--- config.mk ---
export PLATFORM = sky130hd
export DESIGN_NAME = matrix_multiply_core
export DESIGN_NICKNAME = d
export VERILOG_FILES = /design/src/sv/mmc_pkg.sv /design/src/sv/mmc_ram.sv /design/src/sv/matrix_multiply_core.sv
export SDC_FILE = /design/constraint.sdc
export NUM_CORES = 2
export LEC_CHECK = 0
export ABC_CLOCK_PERIOD_IN_PS = 6720
export BUFFER_PORTS_ARGS = -buffer_cell sky130_fd_sc_hd__buf_2
export CAP_MARGIN = 30
export CORE_ASPECT_RATIO = 1.5
export CORE_MARGIN = 1.5
export CORE_UTILIZATION = 57
export DETAILED_ROUTE_END_ITERATION = 6
export GPL_TIMING_DRIVEN = 0
export MAX_ROUTING_LAYER = met4
export PLACE_DENSITY = 0.74
export SETUP_SLACK_MARGIN = 0.3
export SLEW_MARGIN = 15
export SYNTH_ARGS = -nofsm -noshare
export SYNTH_HDL_FRONTEND = slang
export SYNTH_HIERARCHICAL = 1
export SYNTH_SLANG_ARGS = --single-unit
--- constraint.sdc ---
create_clock -name clock -period 6.72 [get_ports clock]
set_input_delay 1.344 -clock clock [delete_from_list [all_inputs] [get_ports clock]]
set_output_delay 1.344 -clock clock [all_outputs]
set_load 0.005 [all_outputs]
--- src/sv/mmc_pkg.sv ---
// ----------------------------------------------------------------------------
// Matrix multiply core package
// Command codes, register indexes, field widths and the pipeline tag type.
// ----------------------------------------------------------------------------
`timescale 1ns / 1ps
`default_nettype none

package mmc_pkg;

   localparam int CMD_W  = 2;
   localparam int IDX_W  = 3;
   localparam int DIM_W  = 4;
   localparam int CSR_AW = 2;
   localparam int IN_W   = 16;
   localparam int OUT_W  = 32;

   localparam logic [CMD_W-1:0] CMD_LOAD_A  = 2'd0;
   localparam logic [CMD_W-1:0] CMD_LOAD_B  = 2'd1;
   localparam logic [CMD_W-1:0] CMD_COMPUTE = 2'd2;

   localparam logic [CSR_AW-1:0] REG_ROWS_A    = 2'd0;
   localparam logic [CSR_AW-1:0] REG_INNER_DIM = 2'd1;
   localparam logic [CSR_AW-1:0] REG_COLS_B    = 2'd2;

   localparam logic [DIM_W-1:0] DIM_RESET = 4'd8;

   typedef struct packed {
      logic             first;
      logic             last_t;
      logic             last_el;
      logic [IDX_W-1:0] row;
      logic [IDX_W-1:0] col;
   } mmc_tag_type;

endpackage

`default_nettype wire

--- src/sv/mmc_ram.sv ---
// ----------------------------------------------------------------------------
// Generic RAM
// One write port and one read port, read data registered.
// ----------------------------------------------------------------------------
`timescale 1ns / 1ps
`default_nettype none

module mmc_ram #(
   parameter int WIDTH = 16,
   parameter int DEPTH = 64
) (
   input  wire logic                     clock,
   input  wire logic                     wr_en,
   input  wire logic [$clog2(DEPTH)-1:0] wr_addr,
   input  wire logic [WIDTH-1:0]         wr_data,
   input  wire logic                     rd_en,
   input  wire logic [$clog2(DEPTH)-1:0] rd_addr,
   output logic      [WIDTH-1:0]         rd_data
);

   logic [WIDTH-1:0] mem [DEPTH];

   always_ff @(posedge clock) begin
      if (wr_en) begin
         mem[wr_addr] <= wr_data;
      end
      if (rd_en) begin
         rd_data <= mem[rd_addr];
      end
   end

endmodule

`default_nettype wire

--- src/sv/matrix_multiply_core.sv ---
// ----------------------------------------------------------------------------
// Matrix multiply core
// Loads A and B element by element, then streams the product A x B.
// ----------------------------------------------------------------------------
// A load beat leaves busy low, so loads may come back to back. A compute
// beat raises busy and emits rows_a x cols_b results in row-major order,
// each the sum of inner_dim products. The pace is set by the single
// multiply-accumulate unit, fed by one read of each operand memory per cycle.
// Results are shown for one cycle on the rsp_ ports with rsp_valid and cannot
// be held off; busy drops together with the last result. Sizes of 0 act as 1,
// sizes above MAX_DIM act as MAX_DIM.
// ----------------------------------------------------------------------------
`timescale 1ns / 1ps
`default_nettype none

module matrix_multiply_core import mmc_pkg::*; #(
   parameter int MAX_DIM   = 8,
   parameter int ELEM_BITS = 16
) (
   input  wire logic                    clock,
   input  wire logic                    reset,
   input  wire logic                    start,
   output logic                         busy,
   input  wire logic [CMD_W-1:0]        req_command,
   input  wire logic [IDX_W-1:0]        req_row_index,
   input  wire logic [IDX_W-1:0]        req_col_index,
   input  wire logic signed [IN_W-1:0]  req_element,
   output logic                         rsp_valid,
   output logic [IDX_W-1:0]             rsp_out_row,
   output logic [IDX_W-1:0]             rsp_out_col,
   output logic signed [OUT_W-1:0]      rsp_product_value,
   output logic                         rsp_last,
   input  wire logic                    csr_wr_en,
   input  wire logic [CSR_AW-1:0]       csr_addr,
   input  wire logic [DIM_W-1:0]        csr_wdata
);

   localparam int DEPTH    = MAX_DIM * MAX_DIM;
   localparam int ADDR_W   = $clog2(DEPTH);
   localparam int CNT_W    = $clog2(MAX_DIM);
   localparam int PROD_W   = 2 * ELEM_BITS;
   localparam int ACC_RAW  = PROD_W + $clog2(MAX_DIM);
   localparam int ACC_W    = (ACC_RAW > OUT_W + 1) ? ACC_RAW : OUT_W + 1;

   localparam logic [1:0] S_IDLE  = 2'd0;
   localparam logic [1:0] S_ISSUE = 2'd1;
   localparam logic [1:0] S_DRAIN = 2'd2;

   localparam logic signed [ACC_W-1:0] SAT_MAX = {{(ACC_W-OUT_W+1){1'b0}}, {(OUT_W-1){1'b1}}};
   localparam logic signed [ACC_W-1:0] SAT_MIN = {{(ACC_W-OUT_W+1){1'b1}}, {(OUT_W-1){1'b0}}};

   logic [DIM_W-1:0] rows_a_ff, inner_dim_ff, cols_b_ff;
   logic [DIM_W-1:0] dim_m, dim_k, dim_n;

   logic [1:0]       state_ff, state_in;
   logic [CNT_W-1:0] i_ff, i_in, j_ff, j_in, t_ff, t_in;
   logic             t_last, j_last, i_last, issue;

   logic             accept, load_a, load_b;
   logic [ADDR_W-1:0] ld_addr, a_raddr, b_raddr;
   logic [ELEM_BITS-1:0] ld_data, a_rdata, b_rdata;

   logic              s1_valid_ff, s2_valid_ff;
   mmc_tag_type       s0_tag, s1_tag_ff, s2_tag_ff;
   logic signed [PROD_W-1:0] prod_ff;
   logic signed [ACC_W-1:0]  acc_ff, acc_in;

   logic                    rsp_valid_ff;
   logic [IDX_W-1:0]        rsp_row_ff, rsp_col_ff;
   logic signed [OUT_W-1:0] rsp_value_ff, rsp_value_in;
   logic                    rsp_last_ff;

   // effective sizes
   always_comb begin
      dim_m = (rows_a_ff == '0) ? DIM_W'(1) :
              (rows_a_ff > DIM_W'(MAX_DIM)) ? DIM_W'(MAX_DIM) : rows_a_ff;
      dim_k = (inner_dim_ff == '0) ? DIM_W'(1) :
              (inner_dim_ff > DIM_W'(MAX_DIM)) ? DIM_W'(MAX_DIM) : inner_dim_ff;
      dim_n = (cols_b_ff == '0) ? DIM_W'(1) :
              (cols_b_ff > DIM_W'(MAX_DIM)) ? DIM_W'(MAX_DIM) : cols_b_ff;
   end

   always_ff @(posedge clock) begin
      if (reset) begin
         rows_a_ff    <= DIM_RESET;
         inner_dim_ff <= DIM_RESET;
         cols_b_ff    <= DIM_RESET;
      end else if (csr_wr_en) begin
         unique case (csr_addr)
            REG_ROWS_A:    rows_a_ff    <= csr_wdata;
            REG_INNER_DIM: inner_dim_ff <= csr_wdata;
            REG_COLS_B:    cols_b_ff    <= csr_wdata;
            default: ;
         endcase
      end
   end

   // load path
   assign busy   = (state_ff != S_IDLE);
   assign accept = start && !busy;
   assign load_a = accept && (req_command == CMD_LOAD_A) &&
                   (DIM_W'(req_row_index) < dim_m) && (DIM_W'(req_col_index) < dim_k);
   assign load_b = accept && (req_command == CMD_LOAD_B) &&
                   (DIM_W'(req_row_index) < dim_k) && (DIM_W'(req_col_index) < dim_n);
   assign ld_addr = ADDR_W'(req_row_index) * ADDR_W'(MAX_DIM) + ADDR_W'(req_col_index);
   assign ld_data = ELEM_BITS'(req_element);

   // index sequencer
   assign t_last = (DIM_W'(t_ff) + DIM_W'(1)) == dim_k;
   assign j_last = (DIM_W'(j_ff) + DIM_W'(1)) == dim_n;
   assign i_last = (DIM_W'(i_ff) + DIM_W'(1)) == dim_m;
   assign issue  = (state_ff == S_ISSUE);

   always_comb begin
      state_in = state_ff;
      i_in     = i_ff;
      j_in     = j_ff;
      t_in     = t_ff;
      unique case (state_ff)
         S_IDLE: begin
            if (accept && (req_command == CMD_COMPUTE)) begin
               state_in = S_ISSUE;
               i_in     = '0;
               j_in     = '0;
               t_in     = '0;
            end
         end
         S_ISSUE: begin
            if (t_last) begin
               t_in = '0;
               if (j_last) begin
                  j_in = '0;
                  if (i_last) begin
                     state_in = S_DRAIN;
                  end else begin
                     i_in = i_ff + CNT_W'(1);
                  end
               end else begin
                  j_in = j_ff + CNT_W'(1);
               end
            end else begin
               t_in = t_ff + CNT_W'(1);
            end
         end
         S_DRAIN: begin
            if (s2_valid_ff && s2_tag_ff.last_el) begin
               state_in = S_IDLE;
            end
         end
         default: state_in = S_IDLE;
      endcase
   end

   always_ff @(posedge clock) begin
      if (reset) begin
         state_ff <= S_IDLE;
      end else begin
         state_ff <= state_in;
      end
      i_ff <= i_in;
      j_ff <= j_in;
      t_ff <= t_in;
   end

   assign a_raddr = ADDR_W'(i_ff) * ADDR_W'(MAX_DIM) + ADDR_W'(t_ff);
   assign b_raddr = ADDR_W'(t_ff) * ADDR_W'(MAX_DIM) + ADDR_W'(j_ff);

   always_comb begin
      s0_tag.first   = (t_ff == '0);
      s0_tag.last_t  = t_last;
      s0_tag.last_el = t_last && j_last && i_last;
      s0_tag.row     = IDX_W'(i_ff);
      s0_tag.col     = IDX_W'(j_ff);
   end

   mmc_ram #(
      .WIDTH (ELEM_BITS),
      .DEPTH (DEPTH)
   ) u_ram_a (
      .clock   (clock),
      .wr_en   (load_a),
      .wr_addr (ld_addr),
      .wr_data (ld_data),
      .rd_en   (issue),
      .rd_addr (a_raddr),
      .rd_data (a_rdata)
   );

   mmc_ram #(
      .WIDTH (ELEM_BITS),
      .DEPTH (DEPTH)
   ) u_ram_b (
      .clock   (clock),
      .wr_en   (load_b),
      .wr_addr (ld_addr),
      .wr_data (ld_data),
      .rd_en   (issue),
      .rd_addr (b_raddr),
      .rd_data (b_rdata)
   );

   // multiply-accumulate pipeline
   always_comb begin
      acc_in = (s2_tag_ff.first ? '0 : acc_ff) + ACC_W'(prod_ff);
      if (acc_in > SAT_MAX) begin
         rsp_value_in = SAT_MAX[OUT_W-1:0];
      end else if (acc_in < SAT_MIN) begin
         rsp_value_in = SAT_MIN[OUT_W-1:0];
      end else begin
         rsp_value_in = acc_in[OUT_W-1:0];
      end
   end

   always_ff @(posedge clock) begin
      if (reset) begin
         s1_valid_ff  <= 1'b0;
         s2_valid_ff  <= 1'b0;
         rsp_valid_ff <= 1'b0;
      end else begin
         s1_valid_ff  <= issue;
         s2_valid_ff  <= s1_valid_ff;
         rsp_valid_ff <= s2_valid_ff && s2_tag_ff.last_t;
      end
      s1_tag_ff <= s0_tag;
      s2_tag_ff <= s1_tag_ff;
      prod_ff   <= $signed(a_rdata) * $signed(b_rdata);
      if (s2_valid_ff) begin
         acc_ff <= acc_in;
      end
      if (s2_valid_ff && s2_tag_ff.last_t) begin
         rsp_row_ff   <= s2_tag_ff.row;
         rsp_col_ff   <= s2_tag_ff.col;
         rsp_value_ff <= rsp_value_in;
         rsp_last_ff  <= s2_tag_ff.last_el;
      end
   end

   assign rsp_valid         = rsp_valid_ff;
   assign rsp_out_row       = rsp_row_ff;
   assign rsp_out_col       = rsp_col_ff;
   assign rsp_product_value = rsp_value_ff;
   assign rsp_last          = rsp_last_ff;

endmodule

`default_nettype wire

==> impl_metrics.tcl <==
set metrics [dict create \
    status "finished, violations left" \
    violations "DRC" \
    finish.net_count 6312 \
    ys_ff_latch 2230 \
    root_buffer "clkbuf_16" \
    clock_latency_ns 0.86 \
    dieArea_um2 173000 \
    yosys_warnings 6 \
    drv_slew 0 \
    p_per_area_nw_per_um2 355 \
    period_needed_ns 6.40 \
    final_cells 8311 \
    clkPwrFrac 0.300 \
    tightest_slew_ns 1.13 \
    coreArea_um2 169000 \
    p_int_mw 27.5 \
    drt_iter0_markers 6037 \
    synth_ff_type "edfxtp_1" \
    power.switching_mw 11.9 \
    synth_edf_count 2163 \
    comb_power_share 0.298 \
    clkTransAtPathRegs_ns 0.07 \
    holdPathEnd "s2_tag_ff[5]" \
    hold_class "reg -> reg" \
    numCtsBuffers 192 \
    async_flop_share 0 \
    postSynthCellCount 5404 \
    cts_buffer_depth 3 \
    avgSynthCellArea_um2 18.0 \
    die_w_um 340 \
    via_per_inst 6.35 \
    finalClockSkew_ns 0.0401 \
    ys_types 78 \
    grt_overflow 0 \
    seq_area_frac_synth 0.681 \
    hpwl_um 178000 \
    syn-cell-area_um2 97300 \
    crit_fanout 5 \
    r2r_slack_ns 0.32 \
    ir_drop_uv 686 \
    fin_ws_ns 0.317 \
    slew_headroom 0.241 \
    cts_tree "yes" \
    finalSetupTns_ns 0 \
    cts_hold_buffers 0 \
    syn-num-nets 5829 \
    crit_path_end_kind "register" \
    grt_pass1_wl_um 369000 \
    min_path_cells 0 \
    io_pins 75 \
    routedWlPerCell_um 30.8 \
    p_leak_nw 38.0 \
    drt_wl_total_um 256000 \
    grt_usage 0.309 \
    post-route-drc-count 10 \
    cts_sinks 2230 \
    worst_r2r_endpoint "prod_ff[30]" \
    grt_pass1_vias 53900 \
    fmax_ghz 0.156 \
    fin_util 0.655 \
    rsz0062_at_grt "true" \
    gp_congestion 0.997 \
    io_buffers 73 \
    row_count 185 \
    antenna_found_initial 18 \
    cp.required_ns 7.50 \
    grt_max_degree 105 \
    reg2reg_depth 24 \
    vias 52800 \
    die_h_um 509 \
    dp_slack_ns -0.724 \
    seq_power_share 0.401 \
    finalHoldViolCount 0 \
    dr.pass1.iters 7 \
    ant_nets 0 \
    r2r-start "u_ram_b/rd_data[4]" \
    post-route-period-util 0.953 \
    critPathLaunchType "register" \
    cp.arrival_ns 7.18 \
    cts_max_level 4 \
    yosysTopAreaCell "edfxtp_1" \
    drv_cap 0 \
    hp-start "s1_tag_ff[5]" \
    start_util 0.574 \
    drive_gt1_frac 0.244 \
    place_inst 7868 \
    synth_top_area_frac 0.667 \
    synthTopCellsByArea "edfxtp_1 (67%), mux4_2 (10%), fa_1 (5.4%)" \
    sw_frac_of_total 0.302 \
    finalSetupViolations 0 \
    syn_to_final_growth_pct 13.9 \
    path_class "reg -> reg" \
]
==> timing repair <==
action | CTS | global route
pin swaps | 37 | 5
buffers inserted | 59 | 7
hold endpoints to repair | 0 | 0
cloned | 0 | 0
gates resized for setup | 109 | 11
setup endpoints to repair | 16 | 8
==> placed cells by master (no fill, tap or decap), drive strengths merged, types with 35 or more instances in the layout <==
cell type,count
a21oi,96
a22oi,78
and2,131
buf,452
bufinv,35
clkbuf,324
clkinv,71
dfxtp,67
edfxtp,2163
fa,263
ha,128
inv,378
mux2,54
mux2i,179
mux4,448
nand2,270
nand3,65
nor2,224
nor2b,103
o21ai,76
xnor2,58
==> per-stage QoR <==
step | area (µm²) | hold WS, ns | power (mW)
2_1_floorplan | 97400 | 0.310 | 23.5
3_3_place_gp | 101000 | 0.312 | 26.2
3_5_place_dp | 103000 | 0.314 | 26.4
4_1_cts | 111000 | 0.317 | 39.2
5_1_grt | 111000 | 0.326 | 41.3
6_report | 111000 | 0.320 | 39.3
==> cell usage after synthesis, drive strengths merged (26+ instances only) <==
cell type and count:
a21o 26, a21oi 96, a221oi 34, a22oi 78, and2 131, buf 161, clkbuf 96, dfxtp 67
edfxtp 2163, fa 263, ha 128, inv 367, mux2 54, mux2i 179, mux4 448, nand2 270
nand2b 26, nand3 65, nor2 224, nor2b 103, o21ai 76, xnor2 58
==> sequential cells by signal (all words and copies together), names as in the netlist, 4 cells and up <==
| name | flops |
|---|---|
| s1_tag_ff | 9 |
| prod_ff | 32 |
| cols_b_ff | 4 |
| s2_tag_ff | 9 |
| inner_dim_ff | 4 |
| rsp_product_value | 32 |
| u_ram_a/mem | 1024 |
| acc_ff | 35 |
| u_ram_b/rd_data | 16 |
| u_ram_b/mem | 1024 |
| rows_a_ff | 4 |
| u_ram_a/rd_data | 16 |
==> layout make-up <==
type                            instances  area [µm²]
Sequential cell                      2230       66300
Fill cell                           11300       58500
Multi-Input combinational cell       2550       28600
Clock buffer                          230        5020
Timing Repair Buffer                  289        3190
Tap cell                             2244        2810
Buffer                                257        1820
Clock inverter                        129        1760
Inverter                              367        1380
Antenna cell                           15        37.5
==> power by group through the flow <==
| stage | sequential, mW | combinational [mW] | clock [mW] |
|---|---|---|---|
| 3_5_place_dp | 16.1 | 10.3 | 0 |
| 4_1_cts | 15.8 | 11.4 | 11.9 |
| 6_report | 15.8 | 11.7 | 11.8 |
| 2_1_floorplan | 16.0 | 7.49 | 0 |
| 5_1_grt | 15.8 | 13.0 | 12.4 |
| 3_3_place_gp | 16.1 | 10.1 | 0 |
==> worst max-delay path by stage <==
| stage | start | endpoint | slack (ns) | depth (start not counted) |
|---|---|---|---|---|
| final | u_ram_b/rd_data[4] | prod_ff[30] | 0.32 | 24 |
| after CTS | u_ram_a/rd_data[15] | prod_ff[31] | 0.30 | 23 |
| after floorplan | u_ram_b/rd_data[2] | prod_ff[31] | 0.30 | 24 |
| after detailed placement | u_ram_a/rd_data[6] | prod_ff[31] | -0.72 | 23 |
| after global routing | u_ram_a/rd_data[15] | prod_ff[31] | 0.11 | 23 |
| after global placement | u_ram_b/rd_data[7] | prod_ff[31] | -0.71 | 21 |
==> cells by family (layout without fill, tap and decap cells) <==
logic type | after synthesis | in the layout | share of synthesized area
flip-flops | 2230 | 2230 | 0.681
AND/OR/NAND/NOR | 912 | 912 | 0.0459
multiplexers | 681 | 681 | 0.129
buffers and inverters | 624 | 1272 | 0.0312
AO/OA/AOI/OAI | 490 | 490 | 0.0356
adder cells (fa/ha/maj) | 391 | 391 | 0.0705
XOR/XNOR | 76 | 76 | 0.00692
other | 0 | 15 | 0
==> critical path: stages, from the launching register on <==
cell	delay, ns
edfxtp_1	0.43
buf_4	0.18
buf_4	0.16
and2_1	0.17
fa_1	0.47
inv_1	0.05
fa_1	0.50
fa_1	0.52
inv_1	0.06
fa_1	0.46
fa_1	0.55
inv_1	0.05
fa_1	0.52
inv_1	0.04
ha_2	0.20
a21o_1	0.19
a21oi_2	0.14
nor2_1	0.07
o211ai_1	0.28
a41oi_2	0.22
o2111a_1	0.31
o31a_1	0.27
a21o_1	0.20
a21oi_2	0.14
xnor2_1	0.12
==> layer usage <==
metal | part of all wire | up-vias | wire (µm) | track usage
met3 | 0.078 | 807 | 20100 | 0.0541
li1 | - | 21800 | - | -
met4 | 0.081 | 0 | 20700 | 0.209
met5 | 0 | - | 0 | -
met1 | 0.34 | 27300 | 85900 | 0.348
met2 | 0.50 | 2811 | 129000 | 0.508
Note: power is estimated with default switching activity, not from simulation.
